File: config.mk
export PLATFORM = sky130hd
export DESIGN_NAME = pcrp_ram
export DESIGN_NICKNAME = d
export VERILOG_FILES = /design/src/rtl/pcrp_pkg.sv /design/src/rtl/pcrp_ram.sv
export SDC_FILE = /design/constraint.sdc
export NUM_CORES = 2
export LEC_CHECK = 0
export BUFFER_PORTS_ARGS = -buffer_cell sky130_fd_sc_hd__buf_2
export CORE_MARGIN = 4
export CORE_UTILIZATION = 55
export DETAILED_ROUTE_END_ITERATION = 6
export PLACE_DENSITY = 0.69
export SETUP_SLACK_MARGIN = 0.15
export SLEW_MARGIN = 5
export SYNTH_ARGS = -nofsm -noshare
export SYNTH_HDL_FRONTEND = slang
export SYNTH_SLANG_ARGS = --single-unit
File: constraint.sdc
create_clock -name clk_i -period 20.9 [get_ports clk_i]
set_input_delay 4.18 -clock clk_i [delete_from_list [all_inputs] [get_ports clk_i]]
set_output_delay 4.18 -clock clk_i [all_outputs]
set_load 0.05 [all_outputs]
File: src/rtl/pcrp_pkg.sv
// Shared types, codes and default sizes for the pc range prefetch table.
// Used by every module of the block; depends on nothing else.
`default_nettype none

package pcrp_pkg;

  // Fixed widths of the item fields.
  localparam int unsigned DATA_W    = 64;
  localparam int unsigned KIND_W    = 2;
  localparam int unsigned RES_W     = 3;
  localparam int unsigned IDX_OUT_W = 5;
  localparam int unsigned SHIFT_W   = 5;
  localparam int unsigned CFG_IDX_W = 2;

  // Default sizes.
  localparam int unsigned TABLE_DEPTH_DEF    = 32;
  localparam int unsigned MAX_PAGE_HINTS_DEF = 16;
  // Line count is fixed for the block; keep it a power of two so the line
  // step is a plain shift.
  localparam int unsigned LINE_COUNT_DEF     = 8;

  // Page shift clamp and line step fallback.
  localparam logic [SHIFT_W-1:0] PAGE_SHIFT_MIN   = 5'd12;
  localparam logic [SHIFT_W-1:0] PAGE_SHIFT_MAX   = 5'd30;
  localparam logic [SHIFT_W-1:0] PAGE_SHIFT_RST   = 5'd12;
  localparam logic [DATA_W-1:0]  LINE_FALLBACK_STEP = 64'd64;

  typedef enum logic [KIND_W-1:0] {
    KIND_INSERT = 2'd0,
    KIND_LOOKUP = 2'd1,
    KIND_CLEAR  = 2'd2
  } kind_e;

  typedef enum logic [RES_W-1:0] {
    RES_DONE  = 3'd0,
    RES_FULL  = 3'd1,
    RES_MISS  = 3'd2,
    RES_HIT   = 3'd3,
    RES_PAGE  = 3'd4,
    RES_LINE  = 3'd5
  } result_kind_e;

  typedef enum logic [CFG_IDX_W-1:0] {
    CFG_ADDRESS_BASE = 2'd0,
    CFG_PAGE_SHIFT   = 2'd1,
    CFG_PAGE_HINTS   = 2'd2,
    CFG_LINE_PF      = 2'd3
  } cfg_reg_e;

  typedef struct packed {
    logic [KIND_W-1:0] kind;
    logic [DATA_W-1:0] range_start;
    logic [DATA_W-1:0] range_end;
    logic [DATA_W-1:0] lookup_pc;
  } in_item_t;

  typedef struct packed {
    logic [RES_W-1:0]     result_kind;
    logic [DATA_W-1:0]    address;
    logic [IDX_OUT_W-1:0] entry_index;
    logic                 pages_truncated;
    logic                 last;
  } out_item_t;

endpackage

`default_nettype wire

File: src/rtl/pcrp_ram.sv
// Generic simple dual port RAM: one write port, one read port, registered read.
// Takes the defaults for its parameters from the package.
`default_nettype none

module pcrp_ram #(
  parameter int unsigned WIDTH = 2 * pcrp_pkg::DATA_W,
  parameter int unsigned DEPTH = pcrp_pkg::TABLE_DEPTH_DEF,
  localparam int unsigned AW = (DEPTH > 1) ? $clog2(DEPTH) : 1
) (
  input  wire logic             clk_i,
  input  wire logic             we_i,
  input  wire logic [AW-1:0]    waddr_i,
  input  wire logic [WIDTH-1:0] wdata_i,
  input  wire logic             re_i,
  input  wire logic [AW-1:0]    raddr_i,
  output logic      [WIDTH-1:0] rdata_o
);

  logic [WIDTH-1:0] mem_q [DEPTH];

  always_ff @(posedge clk_i) begin
    if (we_i) begin
      mem_q[waddr_i] <= wdata_i;
    end
    if (re_i) begin
      rdata_o <= mem_q[raddr_i];
    end
  end

endmodule

`default_nettype wire

==> load_flow_metrics.sql <==
INSERT INTO impl_metrics (metric_group, metric, value, unit) VALUES
('sta', 'post-route-min-period', '8.59', 'ns'),
('detailed_routing', 'detailroute.via_count', '74900', ''),
('global_routing', 'antenna_violations_before_repair', '65', ''),
('cts', 'clkLatencyLatePin', '0.94', 'ns'),
('synth', 'number_of_enable_flip_flop_cells_after_synthesis', '4224', ''),
('detailed_routing', 'detail_route.drc_violations', '0', ''),
('floorplan', 'dieWidth', '541', 'um'),
('worst_hold_path', 'min_delay_path_depth', '3', ''),
('floorplan', 'floorplan.rows', '195', ''),
('sta', 'report.final.slew_viol_count', '0', ''),
('synth', 'synth_cells', '6440', ''),
('worst_hold_path', 'source_of_the_worst_hold_timing_path', 'mem_q[31][40]', ''),
('sta', 'worst-slew-pin-transition', '1.25', 'ns'),
('place', 'numPlacedInstances', '10300', ''),
('power_and_ir_drop', 'cellLeakagePower', '54.6', 'nW'),
('finish', 'post_route_cells_drive_above_1_share', '27.6', '%'),
('sta', 'highest_achievable_clock_rate', '0.116', 'GHz'),
('global_routing', 'groute.usage.overall', '27.3', '%'),
('detailed_routing', 'dr.first_iter.drc_count', '10300', ''),
('floorplan', 'io_pins', '269', ''),
('detailed_routing', 'wirelength', '400', 'mm'),
('sta', 'setup_violations', '0', ''),
('setup_path', 'critical_path_origin', 'raddr_i[0]', ''),
('synth', 'biggest_area_contributors_in_the_synthesized_netlist', 'edfxtp_1, mux4_2, o22ai_1', ''),
('synth', 'syn_area_per_cell', '24.3', 'um^2'),
('global_routing', 'gr-total-overflow', '0', ''),
('detailed_routing', 'ant_nets', '0', ''),
('finish', 'final-instance-count-excl-fill', '11000', ''),
('synth', 'netlist_area', '157000', 'um^2'),
('place', 'cell_area_after_placement', '163000', 'um^2'),
('sta', 'relSlewSlack', '15.8', '%'),
('power_and_ir_drop', 'vdd.ir_drop.worst', '0.0992', 'mV'),
('setup_path', 'crit_path_max_fanout', '102', ''),
('finish', 'nFillCells', '18500', ''),
('detailed_routing', 'via_count_normalized_by_instance_count', '6.78', ''),
('worst_hold_path', 'holdCritPathClass', 'reg2reg', ''),
('synth', 'synth-main-ff-cell', 'edfxtp_1', ''),
('cts', 'cts.hold.buffers_added', '0', ''),
('synth', 'netlist-cell-type-count', '27', ''),
('setup_path', 'worst-r2r-cell-count', '3', ''),
('setup_path', 'worst-setup-path-type', 'in2reg', ''),
('floorplan', 'floorplan.initialDensity', '55.4', '%'),
('outcome', 'status', 'finished clean', ''),
('global_routing', 'grt_max_degree', '129', ''),
('floorplan', 'die_area', '293000', 'um^2'),
('synth', 'synth_largest_type_area_fraction', '81.0', '%'),
('finish', 'final_area', '176000', 'um^2'),
('synth', 'synth.net_count', '6581', ''),
('detailed_routing', 'post_drt_wl_per_cell', '36.2', 'um'),
('sta', 'timing.clock.skew', '0.0730', 'ns'),
('place', 'place.gp.congestion', '0.749', ''),
('job', 'max_cap_viol_count', '0', ''),
('sta', 'hold_viol_final', '0', ''),
('sta', 'timing.setup.tns', '0', 'ns'),
('detailed_routing', 'detail_route.first_pass.iterations', '6', ''),
('setup_path', 'worst_setup_path_start_kind', 'input pin', ''),
('floorplan', 'die_height', '541', 'um'),
('cts', 'clockRootBuffer', 'clkbuf_16', ''),
('synth', 'flops_latches_synth', '4224', ''),
('cts', 'htreeDepth', '5', ''),
('place', 'port_buffers', '268', ''),
('finish', 'design.final.nets', '7074', ''),
('synth', 'synthesis.yosys.warnings', '0', ''),
('power_and_ir_drop', 'p_per_area', '99.7', 'nW/um^2'),
('sta', 'rsz0062_at_grt', 'false', ''),
('global_routing', 'grt_first_pass_wirelength', '564', 'mm'),
('setup_path', 'setup.worst_path.end_class', 'flip-flop', ''),
('synth', 'ys_seq_area_share', '81.0', '%'),
('synth', 'synth_async_sr_flop_share', '0', '%'),
('setup_path', 'critical_path_required', '21.54', 'ns'),
('finish', 'synthToLayoutAreaGrowth', '12.2', '%');
[per-stage QoR]
step / utilization, % / worst slack [ns]
5_1_grt: 62.1 / 11.65
2_1_floorplan: - / 10.12
3_3_place_gp: 57.5 / 11.26
3_5_place_dp: 57.5 / 11.23
6_report: 62.1 / 12.31
4_1_cts: 62.1 / 12.20
[metal layers]
layer / part of all wire (%) / up-vias / wire (um) / track usage, %
met5: 0.066 / - / 266 / 0
met4: 3.2 / 40 / 13000 / 8.26
met2: 48 / 4690 / 193000 / 43.1
met1: 37 / 40200 / 149000 / 38.7
li1: - / 29200 / - / -
met3: 11 / 771 / 44800 / 6.37
[logic make-up (layout without fill, tap and decap cells)]
family	count (synthesis)	in the layout	share of synthesized area (%)
AO/OA/AOI/OAI	546	546	2.26
buffers and inverters	352	1181	1.25
flip-flops	4224	4224	81.0
multiplexers	1092	1092	14.6
other	0	36	0
AND/OR/NAND/NOR	226	226	0.825
[power by group]
part           leakage [nW]  internal [mW]  switching [mW]
clock network          6.40           4.12            3.09
registers              38.1           9.46          0.0465
logic                  10.0          0.272           0.529
[critical path: stages]
cell     delay, ns
buf_12        0.52
buf_12        0.69
buf_4         0.76
buf_4         0.89
buf_4         0.86
mux4_2        0.61
o22ai_1       0.23
nor4_1        0.10
[Yosys cell counts, drive strengths merged, types with 4 or more instances]
library cell,number
edfxtp,4224
mux4,956
o22ai,444
buf,235
mux2i,136
clkbuf,117
nor4,111
a22oi,102
nand3,37
nor2,36
nand4,17
nand3b,6
nand2,4
or3b,4
[sequential cells by signal, summed over array words and instances, names as in the netlist]
name     count
rdata_o    128
mem_q     4096
[worst paths after layout]
kind	end	slack [ns]
max	rdata_o[113]	12.31
min	rdata_o[40]	0.76
max reg2reg	rdata_o[93]	18.78
min reg2reg	rdata_o[40]	0.76
[area by class of cell]
cell class	instances	area (um^2)	share of cell area, %
Clock buffer	500	10800	6.14
Tap cell	3743	4680	2.67
Sequential cell	4224	127000	72.2
Antenna cell	36	90.1	0.0513
Clock inverter	252	2300	1.31
Timing Repair Buffer	429	2920	1.66
Multi-Input combinational cell	1864	28100	16.0
Note: power is estimated with default switching activity, not from simulation.
