## src/rtl/pcrp_pkg.sv

```systemverilog
// Shared types, codes and default sizes for the pc range prefetch table.
// Used by every module of the block; depends on nothing else.
`default_nettype none

package pcrp_pkg;

  // Fixed widths of the item fields.
  localparam int unsigned DATA_W    = 64;
  localparam int unsigned KIND_W    = 2;
  localparam int unsigned RES_W     = 3;
  localparam int unsigned IDX_OUT_W = 5;
  localparam int unsigned SHIFT_W   = 5;
  localparam int unsigned CFG_IDX_W = 2;

  // Default sizes.
  localparam int unsigned TABLE_DEPTH_DEF    = 32;
  localparam int unsigned MAX_PAGE_HINTS_DEF = 16;
  // Line count is fixed for the block; keep it a power of two so the line
  // step is a plain shift.
  localparam int unsigned LINE_COUNT_DEF     = 8;

  // Page shift clamp and line step fallback.
  localparam logic [SHIFT_W-1:0] PAGE_SHIFT_MIN   = 5'd12;
  localparam logic [SHIFT_W-1:0] PAGE_SHIFT_MAX   = 5'd30;
  localparam logic [SHIFT_W-1:0] PAGE_SHIFT_RST   = 5'd12;
  localparam logic [DATA_W-1:0]  LINE_FALLBACK_STEP = 64'd64;

  typedef enum logic [KIND_W-1:0] {
    KIND_INSERT = 2'd0,
    KIND_LOOKUP = 2'd1,
    KIND_CLEAR  = 2'd2
  } kind_e;

  typedef enum logic [RES_W-1:0] {
    RES_DONE  = 3'd0,
    RES_FULL  = 3'd1,
    RES_MISS  = 3'd2,
    RES_HIT   = 3'd3,
    RES_PAGE  = 3'd4,
    RES_LINE  = 3'd5
  } result_kind_e;

  typedef enum logic [CFG_IDX_W-1:0] {
    CFG_ADDRESS_BASE = 2'd0,
    CFG_PAGE_SHIFT   = 2'd1,
    CFG_PAGE_HINTS   = 2'd2,
    CFG_LINE_PF      = 2'd3
  } cfg_reg_e;

  typedef struct packed {
    logic [KIND_W-1:0] kind;
    logic [DATA_W-1:0] range_start;
    logic [DATA_W-1:0] range_end;
    logic [DATA_W-1:0] lookup_pc;
  } in_item_t;

  typedef struct packed {
    logic [RES_W-1:0]     result_kind;
    logic [DATA_W-1:0]    address;
    logic [IDX_OUT_W-1:0] entry_index;
    logic                 pages_truncated;
    logic                 last;
  } out_item_t;

endpackage

`default_nettype wire

```

## src/rtl/pcrp_div.sv

```systemverilog
// Divider of a 64-bit value by the line count, a power of two: one registered
// shift, quotient registered at start, done_o low while busy. Depends on pcrp_pkg for the width.
`default_nettype none

module pcrp_div #(
  parameter int unsigned DIVISOR = pcrp_pkg::LINE_COUNT_DEF
) (
  input  wire logic                        clk_i,
  input  wire logic                        rst_ni,
  input  wire logic                        start_i,
  input  wire logic [pcrp_pkg::DATA_W-1:0] dividend_i,
  output logic                             done_o,
  output logic      [pcrp_pkg::DATA_W-1:0] quotient_o
);

  localparam int unsigned SHIFT = $clog2(DIVISOR);

  logic                        busy_q;
  logic [pcrp_pkg::DATA_W-1:0] quot_q;

  always_ff @(posedge clk_i or negedge rst_ni) begin
    if (!rst_ni) begin
      busy_q <= 1'b0;
      quot_q <= '0;
    end else if (start_i) begin
      busy_q <= 1'b1;
      quot_q <= dividend_i >> SHIFT;
    end else begin
      busy_q <= 1'b0;
    end
  end

  assign done_o     = ~busy_q;
  assign quotient_o = quot_q;

endmodule

`default_nettype wire
```

## config.mk

```make
export PLATFORM = sky130hd
export DESIGN_NAME = pcrp_div
export DESIGN_NICKNAME = d
export VERILOG_FILES = /design/src/rtl/pcrp_pkg.sv /design/src/rtl/pcrp_div.sv
export SDC_FILE = /design/constraint.sdc
export NUM_CORES = 1
export LEC_CHECK = 0
export BUFFER_PORTS_ARGS = -buffer_cell sky130_fd_sc_hd__buf_2
export CELL_PAD_IN_SITES_DETAIL_PLACEMENT = 1
export CELL_PAD_IN_SITES_GLOBAL_PLACEMENT = 1
export CORE_MARGIN = 5
export CORE_UTILIZATION = 32
export DETAILED_ROUTE_END_ITERATION = 10
export PLACE_DENSITY = 0.74
export SYNTH_ARGS = -nofsm -noshare
export SYNTH_HDL_FRONTEND = slang
export SYNTH_SLANG_ARGS = --single-unit
```

## constraint.sdc

```tcl
create_clock -name clk_i -period 0.92 [get_ports clk_i]
set_input_delay 0.184 -clock clk_i [delete_from_list [all_inputs] [get_ports clk_i]]
set_output_delay 0.184 -clock clk_i [all_outputs]
set_load 0.05 [all_outputs]
```

==> flow_summary.yaml, run 1 <==
worst_setup_path:
  crit_type: "reg -> out"
  path_cells: "buf_6"
  slowest_stage: "dfrtp_2"
  arrival_ns: 0.92
  critical-path-top-delay-family: "flip-flops"
  start_kind: "register"
  cp-end-kind: "primary output"
  rrSetupSlack_ns: -0.13
  crit_cells: 1
  r2r_start: "quotient_o[14]"
  r2r-end: "quotient_o[14]"
  critPathRequiredTime_ns: 0.74
  slowest_delay_ns: 0.43
  path_buf_inv: 1
  cp_max_fo: 2
  reg2reg_depth: 3
yosys:
  yosys_warnings: 0
  yosysSeqAreaShare_pct: 59.1
  synthDistinctLibCells: 8
  synthCells: 135
  syn-cell-area_um2: 2630
  ys_ff_latch: 62
  syn_avg_cell_area_um2: 19.4
sta:
  setup_violations: 64
  setup_ws_ns: -0.183
  slew_viol_final: 0
  fin_hold_ws_ns: 0.0762
  min_period_ns: 1.10
  fin_skew_ns: 0
  finalHoldViolCount: 0
  rsz0062_at_grt: "yes"
  fin_crit_sh_pct: 120
  max_freq_mhz: 907
floorplanning:
  die_width_um: 101
  core-area_um2: 8090
  initial_core_util_pct: 32.4
  design.portCount: 132
  num_rows: 33
  die_y_um: 101
  die-area_um2: 10100
place:
  dp_slack_ns: -0.0874
  numPortBuffers: 125
  gp_congestion: 0.690
  hpwl_um: 4600
cts:
  cts.htree.levels: 3
  clock-root-buffer: "clkbuf_8"
  clk_latency_ns: 0.33
  cts_tree: "built"
  numCtsBuffers: 9
  clkSlewWorstSetupHoldPaths_ns: 0.08
  cts.sinks: 62
  clockBufferDepth: 2
global_routing:
  antenna_found_initial: 0
  grt_pass1_wl_um: 10800
  grt_overflow: 0
  grt_max_degree: 39
  track_usage_pct: 14.1
  grt_pass1_vias: 1946
hold_path:
  hold_path.class: "in -> reg"
  hold_path_depth: 2
  holdPathEnd: "quotient_o[18]"
  hold_start: "dividend_i[21]"
job:
  maxCapViolCount: 0
detailed_routing:
  postRouteAntennaNets: 0
  vias: 1685
  wl_per_cell_um: 17.7
  routed_wl_um: 6970
  drtIter0Drc: 27
  via_per_inst: 4.29
  drtPass1Iterations: 3
  remaining_drc_errors: 0
cells_and_area:
  fillers: 806
  final_common_cell: "buf_6"
  fin_util_pct: 51.7
  syn2layout_area_growth_pct: 59.2
  diodes: 0
  final_nets: 350
  drive_gt1_share_pct: 98.3
  final_cell_mix: "buf_6 (68), buf_2 (62), dfrtp_2 (61)"
pwr:
  fin_total_pwr_w: 0.00852
  power_density_nw_per_um2: 2040
  p_leak_nw: 2.04
  vdd_drop_max_v: 0.000801
status:
  outcome: "complete, but fails checks"
  violations: "negative setup slack"
## what timing repair did
item / 4_1_cts / 5_1_grt
setup buffers: 10 / 6
gates resized for setup: 128 / 12
gates cloned: 0 / 0
setup endpoints to repair: 62 / 72
endpoints found under the hold margin: 62 / 0
hold buffers: 1 / 0
## worst max path at each step
| stage | start | to | slack [ns] |
|---|---|---|---|
| 2_1_floorplan | quotient_o[0] | quotient_o[0] | 0.01 |
| 3_3_place_gp | start_i | quotient_o[43] | -0.07 |
| 3_5_place_dp | start_i | quotient_o[2] | -0.09 |
| 4_1_cts | quotient_o[21] | quotient_o[21] | -0.21 |
| 5_1_grt | quotient_o[21] | quotient_o[21] | -0.22 |
| 6_report | quotient_o[32] | quotient_o[32] | -0.18 |
## cells by family after synthesis
| logic type | count (synthesis) | share of synthesized area (%) |
|---|---|---|
| other | 1 | 0.143 |
| buffers and inverters | 11 | 6.01 |
| muxes | 61 | 34.7 |
| DFF | 62 | 59.1 |
## synth_stat cells
cell type  count  area, µm²
dfrtp_1       62       1550
mux2_4        60        901
buf_12         6        120
buf_4          3       22.5
buf_6          1       11.3
conb_1         1       3.75
inv_1          1       3.75
mux2_2         1       11.3
## cell type report
class	count	area, µm²	share of cell area, %
Clock buffer	10	138	3.29
Tap cell	105	131	3.14
Inverter	1	3.75	0.0898
Multi-Input combinational cell	64	923	22.1
Timing Repair Buffer	145	1270	30.4
Clock inverter	6	85.1	2.04
Sequential cell	62	1630	38.9
## layer usage
metal / vias to the layer above / track usage [%] / wire length, µm
li1: 753 / - / -
met1: 851 / 15.5 / 2580
met2: 69 / 24.7 / 3830
met3: 12 / 4.57 / 432
met4: 0 / 6.22 / 124
met5: - / 0 / 0
## flip-flops by register name, summed over array words and instances (netlist names)
signal / flops
quotient_o: 61
busy_q: 1
## power by group
group	internal, W	leakage, nW	switching, W
Clock	0.00159	0.108	0.00107
Combinational	0.00115	1.27	0.00143
Sequential	0.00305	0.664	0.000229
## metrics by stage
step | TNS, ns | cell area [µm²] | cells
4_1_cts | -11.52 | 4120 | 390
5_1_grt | -13.30 | 4180 | 393
3_5_place_dp | -3.47 | 3410 | 363
3_3_place_gp | -2.83 | 3410 | 363
6_report | -10.24 | 4180 | 393
2_1_floorplan | 0 | 2710 | 137
No activity file was read; power rests on OpenSTA's default activity.
==> run 2, diff against run 1 <==
- ABC_AREA: not set -> 1
- CORE_UTILIZATION: 32 -> 30
- PLACE_DENSITY: 0.74 -> 0.79
==> run 2 against run 1 <==
Net effect:
- clock skew unchanged
- power down 5.1%
- non-clock buffer count up 14
- sequential share of layout area up 0.47 points
- register-to-register slack improved by 0.15 ns
- the flow still finishes with violations (negative setup slack)
- hold slack worse by 0.016 ns
- critical path depth rose by 1
- via count increased by 32%
- synthesized area down 8.2%
==> flow_summary.yaml, run 2 <==
status:
  outcome: "complete, but fails checks"
  violations: "negative setup slack"
cts:
  clock-root-buffer: "clkbuf_8"
  cts.sinks: 62
  clkSlewWorstSetupHoldPaths_ns: 0.07
  numCtsBuffers: 9
  clk_latency_ns: 0.31
  clockBufferDepth: 2
  cts.htree.levels: 3
  cts_tree: "built"
floorplanning:
  design.portCount: 132
  num_rows: 32
  die_width_um: 99.6
  core-area_um2: 7770
  die-area_um2: 9920
  initial_core_util_pct: 31.0
  die_y_um: 99.6
global_routing:
  grt_max_degree: 62
  antenna_found_initial: 0
  grt_pass1_wl_um: 11400
  grt_pass1_vias: 2325
  grt_overflow: 0
  track_usage_pct: 14.5
detailed_routing:
  routed_wl_um: 7370
  via_per_inst: 4.22
  drtPass1Iterations: 4
  drtIter0Drc: 44
  postRouteAntennaNets: 0
  wl_per_cell_um: 14.0
  vias: 2225
  remaining_drc_errors: 0
worst_setup_path:
  slowest_delay_ns: 0.37
  rrSetupSlack_ns: 0.02
  critPathRequiredTime_ns: 0.74
  arrival_ns: 0.89
  crit_type: "reg -> out"
  path_cells: "inv_2 -> buf_8"
  cp-end-kind: "primary output"
  start_kind: "register"
  cp_max_fo: 1
  slowest_stage: "dfrtp_1"
sta:
  min_period_ns: 1.08
  slew_viol_final: 0
  rsz0062_at_grt: "yes"
  fin_skew_ns: 0
  max_freq_mhz: 927
  fin_tns_setup_ns: -8.46
  finalHoldViolCount: 0
  setup_ws_ns: -0.158
  setup_violations: 62
  fin_crit_sh_pct: 117
pwr:
  fin_total_pwr_w: 0.00808
  vdd_drop_max_v: 0.00104
  power_density_nw_per_um2: 2050
  p_leak_nw: 2.23
place:
  numPortBuffers: 125
  dp_slack_ns: -0.0507
  hpwl_um: 4750
  gp_congestion: 0.755
yosys:
  ys_top_cells_by_count: "nand2_1 (183), dfrtp_1 (62), buf_4 (9), buf_6 (5), buf_8 (2)"
  synthDistinctLibCells: 8
  async_flop_share_pct: 100
  syn-cell-area_um2: 2410
  yosysTopAreaCell: "dfrtp_1"
  synthCells: 264
  synth_top_area_share_pct: 64.4
  yosysSeqAreaShare_pct: 64.4
  yosysMostFrequentCell: "nand2_1"
  ys_ff_latch: 62
  yosys_warnings: 0
  synthTopCellsByArea: "dfrtp_1 (64%), nand2_1 (29%), buf_4 (2.8%), buf_6 (2.3%), buf_8 (1.2%)"
  ys.flop_type: "dfrtp_1"
  syn_avg_cell_area_um2: 9.12
  synth-edff-count: 0
cells_and_area:
  final_cell_mix: "nand2_1 (183), buf_2 (63), dfrtp_1 (62)"
  fillers: 924
  final_nets: 487
  fin_util_pct: 50.7
  diodes: 0
  syn2layout_area_growth_pct: 63.4
  drive_gt1_share_pct: 41.2
  final_common_cell: "nand2_1"
  largest_reg_flops: 61
hold_path:
  hold_path.class: "in -> reg"
job:
  maxCapViolCount: 0
run 2: changes by cell type after synthesis, sizes merged:
| cell | previous run | this run |
|---|---|---|
| buf | 10 | 16 |
| inv | 1 | 2 |
| mux2 | 61 | 0 |
| nand2 | 0 | 183 |
run 2: kinds of logic (layout without fill, tap and decap cells):
family | Yosys count | count (layout) | synth area share (%)
and+or+nand+nor | 183 | 183 | 28.5
DFF | 62 | 62 | 64.4
buffers and inverters | 18 | 177 | 6.91
other | 1 | 3 | 0.156
run 2: per-stage QoR:
| step | hold slack, ns | cells | cell area [µm²] |
|---|---|---|---|
| 2_1_floorplan | -0.112 | 266 | 2420 |
| 3_3_place_gp | 0.0922 | 481 | 3080 |
| 3_5_place_dp | 0.0935 | 481 | 3080 |
| 4_1_cts | 0.0421 | 507 | 3790 |
| 5_1_grt | 0.0404 | 527 | 3940 |
| 6_report | 0.0606 | 527 | 3940 |
run 2: final cells by class:
class,instances,area [µm²],share of cell area [%]
sequential,62,1550,39.4
timing repair buffer,159,1310,33.3
multi-input combinational,186,698,17.7
clock buffer,13,169,4.29
tap,102,128,3.24
clock inverter,3,65.1,1.65
inverter,2,12.5,0.318
run 2: routing by layer:
metal	wire length [µm]	global-route usage (%)	part of all wire, %
met5	0	0	0
met2	3910	24.5	53
met1	2900	17.3	39
met4	59	4.73	0.80
met3	502	5.12	6.8
run 2: worst paths after layout:
kind	start	endpoint	cells past startpoint
min in group asynchronous	rst_ni	quotient_o[10]	2
worst max register to register	quotient_o[21]	quotient_o[21]	4
worst max-delay path	busy_q	done_o	2
worst min-delay path	dividend_i[60]	quotient_o[57]	3
worst min register to register	quotient_o[43]	quotient_o[43]	2
max in group asynchronous	rst_ni	quotient_o[28]	3
run 2: critical path: cells and delay by family (launching register included):
family,cells,cell delay (ns)
flip-flops,1,0.37
buffers and inverters,2,0.21
run 2: report_power, final:
part / total, W / internal (W) / switching, W
sequential: 0.00315 / 0.00297 / 0.000184
combinational: 0.00219 / 0.000820 / 0.00137
clock: 0.00274 / 0.00175 / 0.000997
total: 0.00808 / 0.00553 / 0.00255
run 2: timing repair:
item / 4_1_cts / 5_1_grt
setup buffers: 9 / 20
setup endpoints to repair: 62 / 62
resized for setup: 126 / 0
hold buffers: 1 / 0
endpoints found under the hold margin: 9 / 0
==> run 3, diff against run 2 <==
- GPL_TIMING_DRIVEN: not set -> 1
- RECOVER_POWER: not set -> 50
==> run 3 against run 2 <==
Net effect:
- the flow still finishes with violations (negative setup slack)
- global-route usage is the same
- power shrank 0.12%
- hold slack is essentially flat
- critical path type unchanged
- combinational power is essentially flat
- die area is the same
- sequential share of layout area grew 0.15 points
==> flow_summary.yaml, run 3 (synthesis results as in run 2) <==
detailed_routing:
  drtIter0Drc: 43
  drtPass1Iterations: 4
  remaining_drc_errors: 0
  vias: 2221
  postRouteAntennaNets: 0
  via_per_inst: 4.21
  routed_wl_um: 7370
  wl_per_cell_um: 14.0
worst_setup_path:
  cp-end-kind: "primary output"
  path_buf_inv: 2
  critPathRequiredTime_ns: 0.74
  r2r_start: "quotient_o[21]"
  startpoint: "busy_q"
  slowest_stage: "dfrtp_1"
  critical-path-top-delay-family: "flip-flops"
  slowest_delay_ns: 0.37
  path_cells: "inv_2 -> buf_8"
  cp_max_fo: 1
  start_kind: "register"
  arrival_ns: 0.89
  crit_type: "reg -> out"
global_routing:
  use_met2_pct: 24.5
  grt_pass1_vias: 2325
  grt.met3_usage_pct: 5.12
  grt_overflow: 0
  antenna_found_initial: 0
  top_usage_layer: "met2"
  grt_max_degree: 62
  use_met1_pct: 17.3
  track_usage_pct: 14.5
  grt_pass1_wl_um: 11400
cts:
  clockBufferDepth: 2
  clock-root-buffer: "clkbuf_8"
  numCtsBuffers: 9
  clk_latency_ns: 0.31
  cts_tree: "built"
  clkSlewWorstSetupHoldPaths_ns: 0.07
  cts.htree.levels: 3
  cts.sinks: 62
status:
  violations: "negative setup slack"
  outcome: "complete, but fails checks"
floorplanning:
  die_y_um: 99.6
  die_width_um: 99.6
  num_rows: 32
  die-area_um2: 9920
  core-area_um2: 7770
  initial_core_util_pct: 31.0
  design.portCount: 132
cells_and_area:
  fillers: 924
  drive_gt1_share_pct: 40.9
  final_cell_mix: "nand2_1 (183), dfrtp_1 (62), buf_6 (62)"
  final_nets: 487
  diodes: 0
  largest_reg_flops: 61
  syn2layout_area_growth_pct: 62.8
  final_common_cell: "nand2_1"
pwr:
  power_density_nw_per_um2: 2060
  vdd_drop_max_v: 0.00104
  fin_total_pwr_w: 0.00807
  p_leak_nw: 2.22
sta:
  fin_tns_setup_ns: -8.50
  rsz0062_at_grt: "yes"
  worst_pin_slew_ns: 0.596
  finalHoldViolCount: 0
  setup_violations: 64
  fin_skew_ns: 0
  fin_hold_ws_ns: 0.0606
  min_period_ns: 1.08
  fin_crit_sh_pct: 117
  max_freq_mhz: 927
  slew_headroom_pct: 60.3
  slew_viol_final: 0
  setup_ws_ns: -0.158
place:
  hpwl_um: 4750
  dp_slack_ns: -0.0507
  numPortBuffers: 125
  gp_congestion: 0.755
job:
  maxCapViolCount: 0
hold_path:
  hold_path.class: "in -> reg"
  hold_start: "dividend_i[60]"
==> run 3: cell types whose count changed in the layout (fill, tap and decap cells not counted), sizes merged <==
| cell | previous run | this run |
|---|---|---|
| clkbuf | 13 | 16 |
| buf | 158 | 155 |
==> run 3: metal layers <==
layer,wire (µm),up-vias,part of all wire [%]
met5,0,-,0
met4,59,0,0.80
met3,502,7,6.8
met2,3910,74,53
met1,2900,1048,39
li1,-,1092,-
==> run 3: power breakdown <==
group          internal (W)  switching, W  leakage, nW
Clock               0.00175      0.000996        0.120
Combinational      0.000814       0.00137         1.35
Sequential          0.00297      0.000184        0.755
==> run 3: through the flow <==
stage	cells	util [%]	instance area, µm²
finish	527	50.5	3920
global route	527	50.5	3920
CTS	507	48.7	3790
detailed placement	481	39.7	3080
global placement	481	39.7	3080
floorplan	266	-	2420
==> run 3: tightest hold or removal path, cell delays in order <==
cell and delay, ns:
buf_2 0.07, nand2_1 0.04, nand2_1 0.05
==> run 3: worst paths after layout <==
path | endpoint | slack [ns] | cells after the start
worst max-delay path | done_o | -0.16 | 2
worst min-delay path | quotient_o[57] | 0.06 | 3
worst max register to register | quotient_o[21] | 0.01 | 4
worst min register to register | quotient_o[43] | 0.50 | 2
max in group asynchronous | quotient_o[40] | 0.10 | 3
min in group asynchronous | quotient_o[10] | 0.28 | 2
==> run 3: layout make-up <==
class                   count  area (µm²)  share of cell area, %
multi-input cells         186         698                   17.8
flip-flops and latches     62        1550                   39.6
well taps                 102         128                   3.25
inverters                   2        10.0                  0.255
clock inverters             3        65.1                   1.66
repair buffers            159        1300                   33.2
clock buffers              13         169                   4.31
==> run 3: repair_timing <==
item                                   CTS  global route
pin swaps                                0             0
hold buffers                             1             0
resized for setup                      126             0
setup endpoints to repair               62            62
endpoints found under the hold margin    9             0
buffers inserted                         9            20
